<file path="src/rtl/tlpt_pkg.sv">
// Shared constants, codes and types of the two-level page table engine.
`timescale 1ns / 1ps

package tlpt_pkg;

	localparam int DIR_ENTRIES = 1024;
	localparam int POOL_TABLES = 128;
	localparam int IDX_W = 10;
	localparam int TBL_W = (POOL_TABLES > 1) ? $clog2(POOL_TABLES) : 1;
	localparam int USED_W = $clog2(POOL_TABLES + 1);
	localparam int DIR_W = TBL_W + 1;
	localparam int TADDR_W = TBL_W + IDX_W;
	localparam int TSTORE_DEPTH = POOL_TABLES * DIR_ENTRIES;
	localparam int Q_DEPTH = 2;
	localparam int Q_PTR_W = $clog2(Q_DEPTH);
	localparam int Q_CNT_W = $clog2(Q_DEPTH + 1);

	localparam logic [USED_W-1:0] POOL_FULL = USED_W'(POOL_TABLES);

	localparam logic [1:0] ACT_MAP = 2'd0;
	localparam logic [1:0] ACT_UNMAP = 2'd1;
	localparam logic [1:0] ACT_XLATE = 2'd2;

	localparam logic [1:0] ST_OK = 2'd0;
	localparam logic [1:0] ST_NOT_MAPPED = 2'd1;
	localparam logic [1:0] ST_NO_TABLE = 2'd2;

	typedef enum logic [1:0] {
		K_MAP,
		K_UNMAP,
		K_XLATE,
		K_NOP
	} kind_t;

	typedef enum logic [2:0] {
		S_INIT,
		S_IDLE,
		S_DIR,
		S_CLR,
		S_TBL,
		S_RESP
	} bstate_t;

	typedef struct packed {
		kind_t             kind;
		logic [IDX_W-1:0]  dir_idx;
		logic [IDX_W-1:0]  tix;
		logic [11:0]       offset;
		logic [31:0]       entry;
	} cmd_t;

endpackage

</file>
<file path="src/rtl/tlpt_queue.sv">
// Short command queue between the front and back stages.
`timescale 1ns / 1ps

module tlpt_queue (
	input  logic              clk,
	input  logic              arst_n,
	input  logic              push,
	input  tlpt_pkg::cmd_t    push_cmd,
	output logic              full,
	input  logic              pop,
	output tlpt_pkg::cmd_t    pop_cmd,
	output logic              empty
);

	tlpt_pkg::cmd_t                   slot_q [tlpt_pkg::Q_DEPTH];
	logic [tlpt_pkg::Q_PTR_W-1:0]     wr_ptr_q;
	logic [tlpt_pkg::Q_PTR_W-1:0]     rd_ptr_q;
	logic [tlpt_pkg::Q_CNT_W-1:0]     cnt_q;

	assign full = (cnt_q == tlpt_pkg::Q_CNT_W'(tlpt_pkg::Q_DEPTH));
	assign empty = (cnt_q == '0);
	assign pop_cmd = slot_q[rd_ptr_q];

	always_ff @(posedge clk or negedge arst_n) begin
		if (!arst_n) begin
			wr_ptr_q <= '0;
			rd_ptr_q <= '0;
			cnt_q <= '0;
		end else begin
			if (push) begin
				wr_ptr_q <= wr_ptr_q + 1'b1;
			end
			if (pop) begin
				rd_ptr_q <= rd_ptr_q + 1'b1;
			end
			if (push && !pop) begin
				cnt_q <= cnt_q + 1'b1;
			end else if (pop && !push) begin
				cnt_q <= cnt_q - 1'b1;
			end
		end
	end

	always_ff @(posedge clk) begin
		if (push) begin
			slot_q[wr_ptr_q] <= push_cmd;
		end
	end

endmodule

</file>
<file path="config.mk">
export PLATFORM = sky130hd
export DESIGN_NAME = tlpt_queue
export DESIGN_NICKNAME = d
export VERILOG_FILES = /design/src/rtl/tlpt_pkg.sv /design/src/rtl/tlpt_queue.sv
export SDC_FILE = /design/constraint.sdc
export NUM_CORES = 1
export LEC_CHECK = 0
export BUFFER_PORTS_ARGS = -buffer_cell sky130_fd_sc_hd__buf_2
export CORE_MARGIN = 2
export CORE_UTILIZATION = 30
export DETAILED_ROUTE_END_ITERATION = 8
export SYNTH_ARGS = -nofsm -noshare
export SYNTH_HDL_FRONTEND = slang
export SYNTH_SLANG_ARGS = --single-unit
</file>
<file path="constraint.sdc">
create_clock -name clk -period 5.5 [get_ports clk]
set_clock_uncertainty 0.05 [all_clocks]
set_input_delay 0.55 -clock clk [delete_from_list [all_inputs] [get_ports clk]]
set_output_delay 0.55 -clock clk [all_outputs]
set_load 0.02 [all_outputs]
</file>
# Yosys cells after proc, flatten, opt, wreduce, memory -nomap -nowiden
# Memory sizes are Yosys's and may differ from the RTL's.
# Index checks and enable logic that the tools add are counted.
[totals] register_bits=4 ram_bits=132 inputBits=70 output_inout_bits=68 n_memories=1
[mem_list] name="slot_q" depth=2 word_bits=66 rd=1 rd_ports_with_merged_regs=0 wr=1 line="tlpt_queue.sv:15" text="tlpt_pkg::cmd_t slot_q [tlpt_pkg::Q_DEPTH];"
[op_classes] add_sub_neg=4 n_eq_ne=1 mux=4 reduce_logical=6
[op_table] operator="$mux W2" n=2
[op_table] operator="$add A1 B1 Y1 const B" n=2
[op_table] operator="$add A2 B1 Y2 const B" n=1
[op_table] operator="$eq A2 B2 Y1 const B" n=1
[op_table] operator="$logic_and A1 B1 Y1" n=2
[op_table] operator="$logic_not A1 Y1" n=2
[op_table] operator="$logic_not A2 Y1" n=1
[op_table] operator="$mux W1" n=2
[op_table] operator="$reduce_bool A2 Y1" n=1
[op_table] operator="$sub A2 B1 Y2 const B" n=1

# Longest topological paths before layout
[logic_depth] word_depth=4 mapped_depth=5 mapped_depth_nobuf=5

# Least setup slack after synthesis
# OpenSTA, ideal clock, no wires.
[synth_path] path_kind="input to register" startpoint="input port push" endpoint="memory slot_q[0][0] in the netlist's numbering (enable)" setup_ns=0.498 arrival_ns=3.450 slack_ns=1.502 path_stages=1 n_path_buf=0 cell_sequence="nor2b_1"
[synth_via] elab_chain_cells=2
[synth_rtl] item="start: declaration" line="tlpt_queue.sv:7" text="input logic push,"
[synth_rtl] item="$mux W1" line="tlpt_queue.sv:45" text="if (push) begin"
[synth_rtl] item="$mux W1 (not written as such)" line="tlpt_queue.sv:46" text="slot_q[wr_ptr_q] <= push_cmd;"
[synth_rtl] item="end: declaration" line="tlpt_queue.sv:15"
# Every way passes these cells.

==> reports/qor.csv <==
stage,metric,value,unit
routing,drt-total-wl,9090,um
floorplanning,core_area,16500,sq um
synthesis,synth_edf_count,132,
timing,setup_tns,0,ns
timing,period_needed,2.80,ns
global_routing,grt.total_usage,0.107,
power_and_ir_drop,pwr-share-clk,0.283,
clock_network,cts_root_buf,clkbuf_16,
global_routing,first_global_vias,2789,
timing,hold_viol_final,0,
clock_network,htree_levels,4,
critical_path,criticalPathCategory,flop to primary output,
routing,drtAntennaViolNets,0,
routing,wl_met2,4610,um
clock_network,clk_latency,0.41,ns
synthesis,synthCells,221,
synthesis,synth.distinct_cells,14,
synthesis,yosysWarnings,0,
cells_and_area,syn_to_final_growth,28.8,%
routing,wl_met3,584,um
power_and_ir_drop,max-vdd-ir-drop,508,uV
place,gp_congestion,0.658,
power_and_ir_drop,p_seq_frac,0.436,
global_routing,grt-ovfl-total,0,
run,maxCapViolCount,0,
floorplanning,num_io_pins,138,
timing,max_slew_margin,0.266,
floorplanning,initial_core_util,0.306,
floorplanning,num_rows,47,
synthesis,syn_area,5060,sq um
critical_path,cp-end-kind,primary output,
global_routing,antenna_found_initial,0,
synthesis,async_flop_share,0.0294,
timing,max_freq,358,MHz
clock_network,clockBufferDepth,2,
place,placed_cells,572,
place,io_buffer_count,137,
timing,setup_violations,0,
cells_and_area,nFillCells,1538,
timing,min_period_over_period,0.508,
synthesis,synth-main-ff-cell,edfxtp_1,
timing,final_max_slew_viol_count,0,
clock_network,cts_buffers,17,
cells_and_area,final_nets,443,
run_status,status,"finished, final reports clean",
cells_and_area,diodes,0,
power_and_ir_drop,power.share.switching,0.311,
floorplanning,die_y,134,um
floorplanning,dieArea,17900,sq um
routing,wire_per_inst,15.0,um
routing,top_layer,met4,
power_and_ir_drop,powerDensity,545,nW/um^2
routing,firstDrtPassIters,4,
synthesis,seq_area_frac_synth,0.803,
power_and_ir_drop,p_leak,2.52,nW
synthesis,synth_area_leader_cell,edfxtp_1,
power_and_ir_drop,combPwrFrac,0.281,
timing,tightest_slew,1.10,ns
timing,fin_hold_ws,0.269,ns
routing,viasPerCell,4.16,
critical_path,critPathRequiredTime,4.90,ns
power_and_ir_drop,power.switching,1.11,mW
critical_path,crit_fanout,67,
synthesis,yosysMostFrequentCell,edfxtp_1,
routing,drtIter0Drc,123,
synthesis,synth-seq-cells,136,
hold_path,hold_class,primary input to flop,
synthesis,syn-num-nets,292,
clock_network,cts.clk_slew.worst_paths,0.06,ns
floorplanning,die_w,134,um
clock_network,cts.sinks,136,
routing,wl_met1,3700,um
cells_and_area,fin_cells,605,
critical_path,critPathLaunchType,flop,
power_and_ir_drop,intPower,2.45,mW
global_routing,grt_max_degree,68,
critical_path,critPathArrivalTime,2.20,ns
synthesis,synth_top_area_frac,0.783,
synthesis,synthTopCellsByArea,"edfxtp_1, mux2_4, mux2_2",
routing,drc,0,
clock_network,post_cts_buffers,0,
cells_and_area,drive_gt1_frac,0.600,
timing,rsz0062_at_grt,false,
clock_network,cts_tree,done,
global_routing,grt_pass1_wl,14200,um
synthesis,syn_area_per_cell,22.9,sq um
place,dp_hpwl,5710,um
routing,via_count,2518,
synthesis,ys_top_cells_by_count,"edfxtp_1, mux2_2, mux2_4, dfrtp_1, xor2_1",
==> what timing repair did <==
| action | CTS | global route |
|---|---|---|
| hold buffers | 1 | 0 |
| hold endpoints to repair | 4 | 0 |
| resized for setup | 0 | 0 |
==> final cells by class <==
class / instances / area (sq um) / area share
clock inverter: 13 / 87.6 / 0.0134
sequential: 136 / 4070 / 0.624
timing repair buffer: 139 / 703 / 0.108
clock buffer: 19 / 433 / 0.0664
inverter: 1 / 3.75 / 0.000576
tap: 220 / 275 / 0.0422
multi-input combinational: 77 / 948 / 0.145
==> through the flow <==
step                      area, sq um  setup slack, ns  power, mW   util
after detailed placement         5990             2.91       2.60  0.362
after global placement           5990             2.99       2.57  0.362
after floorplan                  5060             1.50       2.28      -
after global routing             6520             2.59       3.72  0.394
final                            6520             2.70       3.55  0.394
after CTS                        6520             2.65       3.62  0.394
==> path summary, 6_finish.rpt <==
check / start / end / slack, ns / cells after the start
worst max-delay path: rd_ptr_q / pop_cmd[3] / 2.70 / 2
worst min-delay path: push_cmd[58] / slot_q[0][58] / 0.27 / 1
worst max register to register: wr_ptr_q / slot_q[0][17] / 3.28 / 2
worst min register to register: cnt_q[1] / cnt_q[1] / 0.45 / 1
max in group asynchronous: arst_n / rd_ptr_q / 4.84 / 2
min in group asynchronous: arst_n / wr_ptr_q / 0.42 / 2
==> registers in the layout (all words and copies together) (netlist names) <==
register	flops
cnt_q	2
slot_q	132
wr_ptr_q	1
rd_ptr_q	1
==> kinds of logic (layout without fill, tap and decap cells) <==
family / Yosys count / after routing / synth area share
flops: 136 / 136 / 0.803
mux: 66 / 66 / 0.169
buf+inv: 8 / 172 / 0.0119
xor+xnor: 5 / 5 / 0.00865
simple gates: 5 / 5 / 0.00519
fa+ha+maj: 1 / 1 / 0.00247
==> power groups by stage <==
stage / registers, mW / clock network [mW] / logic [mW]
final: 1.55 / 1.01 / 0.998
after global routing: 1.58 / 1.08 / 1.07
after CTS: 1.56 / 1.04 / 1.02
after detailed placement: 1.58 / 0 / 1.02
after global placement: 1.56 / 0 / 1.01
after floorplan: 1.45 / 0 / 0.827
==> worst max-delay path, cell delays in order, from the launching register on <==
cell	delay, ns
dfrtp_4	1.14
mux2_2	0.42
buf_2	0.16
==> layer usage <==
metal,vias up,GRT usage
li1,1176,-
met1,1237,0.118
met2,88,0.177
met3,17,0.0484
met4,0,0.0544
met5,-,0
==> layout by cell type, fill, tap and decap left out, types with 2 or more instances in the layout <==
cell type | netlist | final
buf_2 | 3 | 137
edfxtp_1 | 132 | 132
mux2_2 | 36 | 36
mux2_4 | 30 | 30
clkbuf_16 | 0 | 17
clkinv_1 | 0 | 6
xor2_1 | 4 | 4
clkinv_2 | 0 | 4
dfrtp_1 | 4 | 3
nor2_1 | 2 | 2
clkinvlp_4 | 0 | 2
clkbuf_1 | 0 | 2
Note: power is estimated with default switching activity, not from simulation.
