`config.mk`:
```
export PLATFORM = sky130hd
export DESIGN_NAME = tlpt_front
export DESIGN_NICKNAME = d
export VERILOG_FILES = /design/src/rtl/tlpt_pkg.sv /design/src/rtl/tlpt_front.sv
export SDC_FILE = /design/constraint.sdc
export NUM_CORES = 1
export LEC_CHECK = 0
export BUFFER_PORTS_ARGS = -buffer_cell sky130_fd_sc_hd__buf_2
export CAP_MARGIN = 15
export CORE_UTILIZATION = 30
export DETAILED_ROUTE_END_ITERATION = 7
export PLACE_DENSITY = 0.7
export RECOVER_POWER = 50
export SLEW_MARGIN = 40
export SYNTH_ARGS = -nofsm -noshare
export SYNTH_HDL_FRONTEND = slang
export SYNTH_SLANG_ARGS = --single-unit
```
`constraint.sdc`:
```
create_clock -name clk -period 2.7 [get_ports clk]
set_input_delay 0.27 -clock clk [delete_from_list [all_inputs] [get_ports clk]]
set_output_delay 0.27 -clock clk [all_outputs]
set_load 0.01 [all_outputs]
```
`src/rtl/tlpt_pkg.sv`:
```
// Shared constants, codes and types of the two-level page table engine.
`timescale 1ns / 1ps

package tlpt_pkg;

	localparam int DIR_ENTRIES = 1024;
	localparam int POOL_TABLES = 128;
	localparam int IDX_W = 10;
	localparam int TBL_W = (POOL_TABLES > 1) ? $clog2(POOL_TABLES) : 1;
	localparam int USED_W = $clog2(POOL_TABLES + 1);
	localparam int DIR_W = TBL_W + 1;
	localparam int TADDR_W = TBL_W + IDX_W;
	localparam int TSTORE_DEPTH = POOL_TABLES * DIR_ENTRIES;
	localparam int Q_DEPTH = 2;
	localparam int Q_PTR_W = $clog2(Q_DEPTH);
	localparam int Q_CNT_W = $clog2(Q_DEPTH + 1);

	localparam logic [USED_W-1:0] POOL_FULL = USED_W'(POOL_TABLES);

	localparam logic [1:0] ACT_MAP = 2'd0;
	localparam logic [1:0] ACT_UNMAP = 2'd1;
	localparam logic [1:0] ACT_XLATE = 2'd2;

	localparam logic [1:0] ST_OK = 2'd0;
	localparam logic [1:0] ST_NOT_MAPPED = 2'd1;
	localparam logic [1:0] ST_NO_TABLE = 2'd2;

	typedef enum logic [1:0] {
		K_MAP,
		K_UNMAP,
		K_XLATE,
		K_NOP
	} kind_t;

	typedef enum logic [2:0] {
		S_INIT,
		S_IDLE,
		S_DIR,
		S_CLR,
		S_TBL,
		S_RESP
	} bstate_t;

	typedef struct packed {
		kind_t             kind;
		logic [IDX_W-1:0]  dir_idx;
		logic [IDX_W-1:0]  tix;
		logic [11:0]       offset;
		logic [31:0]       entry;
	} cmd_t;

endpackage

```
`src/rtl/tlpt_front.sv`:
```
// Front stage: accepts transactions and classifies them into queue commands.
`timescale 1ns / 1ps

module tlpt_front (
	input  logic              clk,
	input  logic              arst_n,
	input  logic              in_valid,
	output logic              in_stall,
	input  logic [1:0]        action,
	input  logic [31:0]       virt_addr,
	input  logic [31:0]       phys_addr,
	input  logic [11:0]       page_flags_in,
	input  logic              busy,
	input  logic              q_full,
	output logic              push,
	output tlpt_pkg::cmd_t    push_cmd
);

	logic           f_valid_s1;
	tlpt_pkg::cmd_t f_cmd_s1;
	tlpt_pkg::cmd_t cmd_d;
	logic           accept;

	assign in_stall = busy || (f_valid_s1 && q_full);
	assign accept = in_valid && !in_stall;
	assign push = f_valid_s1 && !q_full;
	assign push_cmd = f_cmd_s1;

	always_comb begin
		case (action)
			tlpt_pkg::ACT_MAP: cmd_d.kind = tlpt_pkg::K_MAP;
			tlpt_pkg::ACT_UNMAP: cmd_d.kind = tlpt_pkg::K_UNMAP;
			tlpt_pkg::ACT_XLATE: cmd_d.kind = tlpt_pkg::K_XLATE;
			default: cmd_d.kind = tlpt_pkg::K_NOP;
		endcase
		cmd_d.dir_idx = virt_addr[31:22];
		cmd_d.tix = virt_addr[21:12];
		cmd_d.offset = virt_addr[11:0];
		// The present bit is always set in a stored entry.
		cmd_d.entry = {phys_addr[31:12], page_flags_in[11:1], 1'b1};
	end

	always_ff @(posedge clk or negedge arst_n) begin
		if (!arst_n) begin
			f_valid_s1 <= 1'b0;
		end else if (accept) begin
			f_valid_s1 <= 1'b1;
		end else if (push) begin
			f_valid_s1 <= 1'b0;
		end
	end

	always_ff @(posedge clk) begin
		if (accept) begin
			f_cmd_s1 <= cmd_d;
		end
	end

endmodule

```
Word level (Yosys, flattened, before mapping)
Index checks and enable logic that the tools add are counted.

cells by class
  mux-type cells = 3
  reductions and logical operators = 8
  equality and inequality tests = 2

operator list
  cell                number
  $pmux 2 s3          1
  $logic_and 1x1->1   3
  $eq 2x1->1 const B  1
  $eq 2x2->1 const B  1
  $logic_not 1->1     2
  $logic_not 2->1     1
  $mux 1              2
  $reduce_bool 2->1   1
  $logic_or 1x1->1    1

word-level totals
  flip-flop bits (word level) = 66
  input port bits = 83
  output and inout port bits = 68
  logic and storage cells = 19

Logic depth before layout (Yosys ltp)
Gate-level depths: netlist (run 1).

  depth in word-level cells = 5
  mapped depth = 2
  mapped depth without buffers = 2

Worst setup path before layout (run 1)
No wires, ideal clock.

  path type = flip-flop to flip-flop
  start = register f_valid_s1
  end = register f_cmd_s1, in the netlist push_cmd[10], enable pin
  data required time = 2.254 ns
  clock period less this slack = 2.720 ns
  path buffers = 0
  setup slack = -0.020 ns
  data arrival time = 2.274 ns
  cell stages (with the launch flop) = 2
  setup time = 0.446 ns
  path through = dfrtp_1 > a21oi_2

between the ends
  cells in the longest elaborated chain, start to end = 4

RTL lines
  item                    RTL line          RTL
  from (decl)             tlpt_front.sv:19  logic f_valid_s1;
  from (signal assigned)  tlpt_front.sv:45  f_valid_s1 <= 1'b0;
  from (signal assigned)  tlpt_front.sv:47  f_valid_s1 <= 1'b1;
  from (signal assigned)  tlpt_front.sv:49  f_valid_s1 <= 1'b0;
  $logic_and 1x1->1       tlpt_front.sv:24  assign in_stall = busy || (f_valid_s1 && q_full);
  $logic_or 1x1->1        tlpt_front.sv:24
  $logic_not 1->1         tlpt_front.sv:25  assign accept = in_valid && !in_stall;
  $logic_and 1x1->1       tlpt_front.sv:25
  via accept              tlpt_front.sv:22  logic accept;
  to (signal assigned)    tlpt_front.sv:55  f_cmd_s1 <= cmd_d;
  to (decl)               tlpt_front.sv:20  tlpt_pkg::cmd_t f_cmd_s1;

The timed path passes the listed nets, and every way through them passes these cells.
A chain may end at the register's enable or synchronous reset.

Final worst setup path (run 1)
  start = register f_valid_s1
  end = register f_cmd_s1, in the netlist push_cmd[24], enable pin

Same word-level chain as after synthesis.

==> results.sh, run 1 <==
export IMPL_hpwlAfterDp_um=3080
export IMPL_grt_max_degree=37
export IMPL_via_count=1257
export IMPL_p_leak_nw=1.21
export IMPL_slowest_stage="dfrtp_1"
export IMPL_fin_worst_skew_ns=0.00596
export IMPL_cts_setup_buffers=0
export IMPL_synth_cell_types=10
export IMPL_gp_congestion=0.679
export IMPL_htreeDepth=3
export IMPL_numCtsBuffers=9
export IMPL_cts_tree="built"
export IMPL_drc=6
export IMPL_drt_iter0_markers=31
export IMPL_core_mm2=0.00646
export IMPL_ys_ff_latch=66
export IMPL_ir_drop_mv=0.503
export IMPL_fin_crit_ns=1.33
export IMPL_final_antenna_net_count=0
export IMPL_grt_pass1_vias=1259
export IMPL_status="complete, but fails checks"
export IMPL_place_ws_ns=1.28
export IMPL_placementRows=29
export IMPL_synth_top_area_cell="edfxtp_1"
export IMPL_final_common_cell="buf_2"
export IMPL_clock_sinks=66
export IMPL_critPathRequiredTime_ns=2.67
export IMPL_worst_setup_path_start_kind="register"
export IMPL_fillCellCount=608
export IMPL_syn_avg_cell_area_um2=26.8
export IMPL_fin_hold_ws_ns=0.111
export IMPL_cp_cell_sequence="a21oi_4 > buf_4"
export IMPL_crit_path_start="f_valid_s1"
export IMPL_clock_latency_ns=0.33
export IMPL_postSynthNetCount=159
export IMPL_holdCritPathClass="primary input to register"
export IMPL_rsz0062_at_grt="no"
export IMPL_p_per_area_mw_per_mm2=757
export IMPL_yosys_area_top_type_share_pct=95.8
export IMPL_synthTopCellsByArea="edfxtp_1 96%, dfrtp_1 1.2%, nand2b_4 0.68%, a21oi_2 0.43%, buf_4 0.37%"
export IMPL_critPathArrivalTime_ns=1.31
export IMPL_io_pins=151
export IMPL_port_buffers=136
export IMPL_syn_area_mm2=0.00204
export IMPL_clockRootBuffer="clkbuf_8"
export IMPL_grt_pass1_wl_um=5780
export IMPL_hold_violations=0
export IMPL_cts_clk_slew_worst_paths_ns=0.07
export IMPL_nNetsFinal=306
export IMPL_area_growth_pct=48.7
export IMPL_tns_ns=0
export IMPL_layout_common_cells="101 x buf_2, 65 x edfxtp_1, 35 x clkbuf_1"
export IMPL_antenna_found_initial=0
export IMPL_hp_start="virt_addr[5]"
export IMPL_yosysWarnings=0
export IMPL_violations="DRC"
export IMPL_die_h_um=84.4
export IMPL_overflow=0
export IMPL_min_period_over_period_pct=49.3
export IMPL_postSynthCellCount=76
export IMPL_firstDrtPassIters=6
export IMPL_end_kind="register"
export IMPL_ctsResizeCount=0
export IMPL_fmax_mhz=751
export IMPL_worstPathMaxFanout=36
export IMPL_n_antenna_cell=0
export IMPL_max_stage_delay_ns=0.42
export IMPL_via_per_inst=4.12
export IMPL_fp_dieW_um=84.4
export IMPL_drt_total_wl_um=4100
export IMPL_maxCapViolCount=0
export IMPL_start_util_pct=31.6
export IMPL_drive_gt1_share_pct=52.6
export IMPL_power_w=0.00229
export IMPL_report_final_slew_viol_count=0
export IMPL_cts_buffer_depth=2
export IMPL_die_area_mm2=0.00713
export IMPL_grtUsageTotal_pct=11.4
export IMPL_ys_seq_area_share_pct=97.0
export IMPL_avgRoutedWirePerCell_um=13.4
export IMPL_worstReg2RegStart="f_valid_s1"
export IMPL_crit_type="register to register"
export IMPL_setup_viol=0
export IMPL_setup_ws_ns=1.37
-- metal layers --
| layer | routed length (µm) | GRT usage (%) | vias up |
|---|---|---|---|
| met5 | 0 | 0 | - |
| met4 | 101 | 8.32 | 0 |
| met3 | 545 | 6.98 | 9 |
| met2 | 1930 | 17.8 | 92 |
| met1 | 1520 | 11.1 | 568 |
| li1 | - | - | 588 |
-- timing repair --
item	CTS	global route
hold buffers	1	0
hold endpoints to repair	1	0
setup endpoints to repair	0	0
-- kinds of logic after synthesis --
family	after synthesis	share of synthesized area (%)
DFF	66	97.0
and+or+nand+nor	5	1.66
buffers and inverters	3	0.737
AOI/OAI and AO/OA	1	0.430
other	1	0.184
-- final timing paths --
path / end / slack [ns] / cells past startpoint
worst max-delay path: push_cmd[24] / 1.37 / 2
worst min-delay path: push_cmd[37] / 0.11 / 1
worst max register to register: push_cmd[24] / 1.37 / 2
worst min register to register: f_valid_s1 / 0.58 / 2
max in group asynchronous: f_valid_s1 / 2.34 / 2
min in group asynchronous: f_valid_s1 / 0.25 / 2
-- metrics by stage --
step,instances,utilization (%),instance area (µm²)
after floorplan,76,-,2050
after global placement,288,43.7,2820
after detailed placement,288,43.7,2820
after CTS,305,47.6,3070
after global routing,305,46.9,3030
final,305,46.9,3030
-- synth_stat cells --
library cell / number
a21oi_2: 1
buf_4: 1
clkbuf_1: 2
conb_1: 1
dfrtp_1: 1
edfxtp_1: 65
nand2_1: 2
nand2b_1: 1
nand2b_4: 1
nor2b_1: 1
-- final cells by class --
cell class                      instances  area, µm²  area share, %
Sequential cell                        66       1980           65.2
Timing Repair Buffer                  139        662           21.8
Clock buffer                            9        124           4.09
Clock inverter                          7        118           3.88
Tap cell                               77       96.3           3.18
Multi-Input combinational cell          7       53.8           1.78
-- state kept, by name (all words and copies together) (netlist names) --
| signal | count |
|---|---|
| f_valid_s1 | 1 |
| push_cmd | 65 |
-- where the power goes --
| part | leakage (nW) | switching, W | internal [W] |
|---|---|---|---|
| clock | 0.113 | 0.000358 | 0.000611 |
| sequential | 0.617 | 0.0000112 | 0.00118 |
| combinational | 0.480 | 0.0000745 | 0.0000615 |
-- critical path: cells and delay by family, from the launching register on --
family	cells	cell delay (ns)
AOI/OAI and AO/OA	1	0.14
buffers and inverters	1	0.41
DFF	1	0.42
Power figures use the tool's default switching activity.
==> run 2: changes to the inputs <==
- PLACE_DENSITY: 0.7 -> 0.68
- clock period: 2.7 -> 1.37 ns (I/O delays scaled with it)
==> run 2 against run 1 <==
Net effect:
- clock power is 85% higher
- cell count is 21% higher
- the run still ends with DRC left
- global-route usage is 3.5 points higher
- highest routed layer unchanged
- core utilization is 10 points higher
- routed wire length is 23% higher
- combinational power grew to 3.2 times the previous value
==> results.sh, run 2 (synthesized netlist as in run 1, its figures left out) <==
export IMPL_status="complete, but fails checks"
export IMPL_violations="DRC"
export IMPL_fp_dieW_um=84.4
export IMPL_cts_buffer_depth=2
export IMPL_grt_busiest_layer="met2"
export IMPL_drc=8
export IMPL_grtUsageTotal_pct=14.9
export IMPL_fillCellCount=536
export IMPL_core_mm2=0.00646
export IMPL_grt_pass1_wl_um=7560
export IMPL_drt_iter0_markers=54
export IMPL_power_share_clock_pct=39.3
export IMPL_hp_start="in_valid"
export IMPL_port_buffers=136
export IMPL_largest_reg_flops=65
export IMPL_crit_path_start="f_valid_s1"
export IMPL_report_final_slew_viol_count=0
export IMPL_ir_drop_mv=0.614
export IMPL_final_common_cell="buf_2"
export IMPL_overflow=0
export IMPL_grt_use_met2_pct=26.4
export IMPL_worst_setup_path_start_kind="register"
export IMPL_p_int_w=0.00370
export IMPL_crit_type="register to output pin"
export IMPL_firstDrtPassIters=6
export IMPL_grt_max_degree=36
export IMPL_min_period_over_period_pct=88.8
export IMPL_drt_total_wl_um=5050
export IMPL_fmax_mhz=822
export IMPL_die_h_um=84.4
export IMPL_drive_gt1_share_pct=41.3
export IMPL_hpwlAfterDp_um=3140
export IMPL_met3_usage_pct=7.08
export IMPL_p_comb_share_pct=9.4
export IMPL_avgRoutedWirePerCell_um=13.6
export IMPL_crit_family="flip-flops"
export IMPL_critPathArrivalTime_ns=1.08
export IMPL_gp_congestion=0.721
export IMPL_holdCritPathClass="primary input to register"
export IMPL_cts_tree="built"
export IMPL_end_kind="output pin"
export IMPL_switching_share_pct=19.0
export IMPL_io_pins=151
export IMPL_hold_violations=0
export IMPL_setup_viol=0
export IMPL_via_count=1512
export IMPL_grt_pass1_vias=1645
export IMPL_cts_clk_slew_worst_paths_ns=0.07
export IMPL_area_growth_pct=81.1
export IMPL_final_antenna_net_count=0
export IMPL_p_leak_nw=1.50
export IMPL_rsz0062_at_grt="no"
export IMPL_die_area_mm2=0.00713
export IMPL_nNetsFinal=371
export IMPL_via_per_inst=4.09
export IMPL_n_antenna_cell=0
export IMPL_tns_ns=0
export IMPL_worstPathMaxFanout=3
export IMPL_clock_latency_ns=0.33
export IMPL_clockRootBuffer="clkbuf_8"
export IMPL_slowest_stage="dfrtp_1"
export IMPL_placementRows=29
export IMPL_max_stage_delay_ns=0.42
export IMPL_fin_crit_ns=1.22
export IMPL_p_seq_share_pct=51.3
export IMPL_maxCapViolCount=0
export IMPL_antenna_found_initial=0
export IMPL_cp_buffers_inverters=1
export IMPL_dp_cells=288
export IMPL_met1_usage_pct=14.5
export IMPL_postLayoutCoreUtil_pct=57.1
export IMPL_switchingPower_w=0.000869
export IMPL_worstReg2RegStart="f_valid_s1"
export IMPL_numCtsBuffers=9
export IMPL_htreeDepth=3
export IMPL_critPathRequiredTime_ns=1.23
export IMPL_p_per_area_mw_per_mm2=1240
export IMPL_start_util_pct=31.6
export IMPL_layout_common_cells="104 x buf_2, 66 x dlygate4sd3_1, 65 x edfxtp_1"
export IMPL_fin_cells=370
export IMPL_clock_sinks=66
export IMPL_fin_worst_skew_ns=0.00609
export IMPL_cp_cell_sequence="nand2_1 > nand2b_1 > buf_2"
[run 2: cell types whose count changed in the layout (fill, tap and decap cells not counted)]
cell,before,now
bufinv_16,3,2
clkinv_4,1,0
clkinv_1,1,0
buf_2,101,104
clkinvlp_4,2,0
buf_4,2,0
buf_12,0,2
dlygate4sd3_1,1,66
clkbuf_8,9,11
[run 2: power by group through the flow]
stage               clock [W]  combinational (W)  sequential [W]
finish                0.00179           0.000430         0.00235
global route          0.00193           0.000463         0.00235
CTS                   0.00183           0.000436         0.00234
detailed placement          0           0.000291         0.00239
global placement            0           0.000286         0.00238
floorplan                   0          0.0000472         0.00244
[run 2: path summary, 6_finish.rpt]
path                                 to  slack, ns  depth (start not counted)
min in group asynchronous    f_valid_s1       0.11                          2
max                            in_stall       0.15                          3
min                          f_valid_s1       0.07                          3
min reg2reg                  f_valid_s1       0.63                          2
max in group asynchronous    f_valid_s1       1.18                          2
max reg2reg                push_cmd[19]       0.16                          2
[run 2: worst reg2reg max path, delay by kind of cell, from the launching register on]
family	cells	cell delay (ns)
flops	1	0.42
buf+inv	1	0.24
compound gates	1	0.23
[run 2: per-stage QoR]
step / instance area [µm²] / power [W] / hold slack [ns] / worst slack, ns
finish: 3690 / 0.00457 / 0.0713 / 0.153
detailed placement: 2850 / 0.00268 / -0.0868 / 0.168
global route: 3690 / 0.00474 / 0.0626 / 0.0923
global placement: 2850 / 0.00267 / -0.0848 / 0.193
floorplan: 2050 / 0.00248 / -0.159 / -0.565
CTS: 3730 / 0.00461 / 0.0623 / 0.156
[run 2: layer usage]
metal  part of all wire, %  vias to the layer above
met1                    37                      691
met3                    11                        9
met2                    51                       94
met4                   1.6                        0
li1                      -                      718
met5                     0                        -
[run 2: final cells by class]
class | count | area [µm²] | share of cell area (%)
clock inverters | 2 | 60.1 | 1.63
flip-flops and latches | 66 | 1980 | 53.6
clock buffers | 14 | 163 | 4.41
repair buffers | 204 | 1340 | 36.3
well taps | 77 | 96.3 | 2.61
multi-input cells | 7 | 53.8 | 1.46
[run 2: repair_timing]
item / 4_1_cts / 5_1_grt
setup buffers: 0 / 0
gates resized for setup: 0 / 0
hold endpoints to repair: 66 / 0
hold buffers: 66 / 0
==> run 3: changes to the inputs <==
- ABC_CLOCK_PERIOD_IN_PS: not set -> 1370
- CORE_ASPECT_RATIO: not set -> 0.7
==> run 3 against run 2 <==
Net effect:
- the run now ends clean
- critical path depth shrank 1
- register-to-register slack lost 0.02 ns
- clock skew about the same
- clock-buffer cell count is 3 lower
- cell count up 3.8%
- worst setup slack worse by 0.014 ns
- worst hold slack lost 0.0069 ns
- largest cell class unchanged
- largest power group unchanged
==> results.sh, run 3 (synthesized netlist as in run 1, its figures left out) <==
export IMPL_status="finished clean"
export IMPL_drive_gt1_share_pct=40.6
export IMPL_crit_family="flip-flops"
export IMPL_core_mm2=0.00640
export IMPL_slowest_stage="dfrtp_1"
export IMPL_fillCellCount=514
export IMPL_place_area_mm2=0.00285
export IMPL_cp_cell_sequence="a21oi_4 > buf_4"
export IMPL_overflow=0
export IMPL_grt_pass1_vias=1603
export IMPL_final_common_cell="buf_2"
export IMPL_setup_viol=0
export IMPL_min_period_over_period_pct=89.8
export IMPL_ir_drop_mv=0.559
export IMPL_grt_max_degree=47
export IMPL_path_depth=2
export IMPL_grtUsageTotal_pct=15.7
export IMPL_layout_common_cells="100 x buf_2, 66 x dlygate4sd3_1, 65 x edfxtp_1"
export IMPL_end_kind="register"
export IMPL_fin_worst_skew_ns=0.00610
export IMPL_crit_end="push_cmd[54]"
export IMPL_drc=0
export IMPL_clock_latency_ns=0.33
export IMPL_area_growth_pct=81.7
export IMPL_via_per_inst=3.90
export IMPL_port_buffers=136
export IMPL_fp_dieW_um=101
export IMPL_largest_reg_flops=65
export IMPL_drt_total_wl_um=5330
export IMPL_clockRootBuffer="clkbuf_8"
export IMPL_p_per_area_mw_per_mm2=1260
export IMPL_gp_congestion=0.649
export IMPL_worst_setup_path_start_kind="register"
export IMPL_report_final_slew_viol_count=0
export IMPL_htreeDepth=3
export IMPL_rr_worst_depth=2
export IMPL_cts_buffer_depth=2
export IMPL_ctsResizeCount=0
export IMPL_finalInstanceArea_mm2=0.00370
export IMPL_p_leak_nw=1.49
export IMPL_rsz0062_at_grt="no"
export IMPL_placementRows=24
export IMPL_firstDrtPassIters=4
export IMPL_start_util_pct=31.9
export IMPL_avgRoutedWirePerCell_um=13.9
export IMPL_reg2reg_slack_ns=0.14
export IMPL_grt_pass1_wl_um=7860
export IMPL_drt_iter0_markers=32
export IMPL_fin_crit_ns=1.23
export IMPL_cp_buffers_inverters=1
export IMPL_critPathArrivalTime_ns=1.24
export IMPL_die_area_mm2=0.00713
export IMPL_n_antenna_cell=0
export IMPL_via_count=1497
export IMPL_nNetsFinal=371
export IMPL_holdCritPathClass="primary input to register"
export IMPL_crit_path_start="f_valid_s1"
export IMPL_maxCapViolCount=0
export IMPL_fin_cells=384
export IMPL_worstReg2RegStart="f_valid_s1"
export IMPL_r2r_end="push_cmd[54]"
export IMPL_worstPathMaxFanout=19
export IMPL_numCtsBuffers=9
export IMPL_die_h_um=71.0
export IMPL_critPathRequiredTime_ns=1.38
export IMPL_final_antenna_net_count=0
export IMPL_clock_sinks=66
export IMPL_hold_violations=0
export IMPL_crit_type="register to register"
export IMPL_antenna_found_initial=0
export IMPL_cts_setup_buffers=0
export IMPL_io_pins=151
export IMPL_max_stage_delay_ns=0.42
export IMPL_fmax_mhz=813
export IMPL_cts_tree="built"
export IMPL_dp_cells=302
export IMPL_cts_clk_slew_worst_paths_ns=0.07
## run 3: changes by cell type in the layout (fill, tap and decap cells not counted)
cell,delta
buf_12,-1
buf_2,-4
buf_4,+1
bufinv_16,+1
clkbuf_1,+2
clkbuf_2,+1
clkbuf_8,-2
clkinv_2,+1
clkinvlp_4,+1
## run 3: area by class of cell
class                           instances  area (µm²)  area share, %
Tap cell                               91         114           3.07
Clock inverter                          5         103           2.77
Multi-Input combinational cell          7        53.8           1.45
Sequential cell                        66        1980           53.4
Clock buffer                           11         131           3.55
Timing Repair Buffer                  204        1330           35.8
## run 3: where the power goes
part | internal (W) | switching [W] | leakage [nW]
sequential | 0.00232 | 0.0000236 | 0.617
combinational | 0.000247 | 0.000178 | 0.755
clock | 0.00121 | 0.000700 | 0.114
## run 3: worst register-to-register path: cells and delay by family, from the launching register on
family          cells  cell delay (ns)
buf+inv             1             0.29
flops               1             0.42
compound gates      1             0.20
## run 3: how the worst min path moves through the flow
stage               cells after the start  slack (ns)      from    endpoint
floorplan                               0       -0.16    arst_n  f_valid_s1
global placement                        1       -0.09    arst_n  f_valid_s1
detailed placement                      1       -0.08    arst_n  f_valid_s1
CTS                                     3        0.05  in_valid  f_valid_s1
global route                            3        0.06  in_valid  f_valid_s1
finish                                  3        0.06  in_valid  f_valid_s1
## run 3: per-layer routing
metal  up-vias  part of all wire, %  track usage [%]
li1        719                    -                -
met1       695                   38             15.3
met2        73                   52             28.5
met3        10                  8.0             7.11
met4         0                  1.7             7.09
met5         -                    0                0
## run 3: what timing repair did
item | CTS | global route
endpoints found under the hold margin | 66 | 0
hold buffers | 66 | 0
setup endpoints to repair | 0 | 0
## run 3: metrics by stage
step	utilization (%)	total power [W]	hold WS, ns	setup slack (ns)	setup TNS (ns)
finish	57.9	0.00468	0.0644	0.139	0
global route	57.9	0.00487	0.0590	0.0636	0
CTS	58.6	0.00473	0.0467	0.136	0
detailed placement	44.6	0.00267	-0.0842	0.145	0
global placement	44.6	0.00266	-0.0875	0.162	0
floorplan	-	0.00248	-0.159	-0.565	-36.72
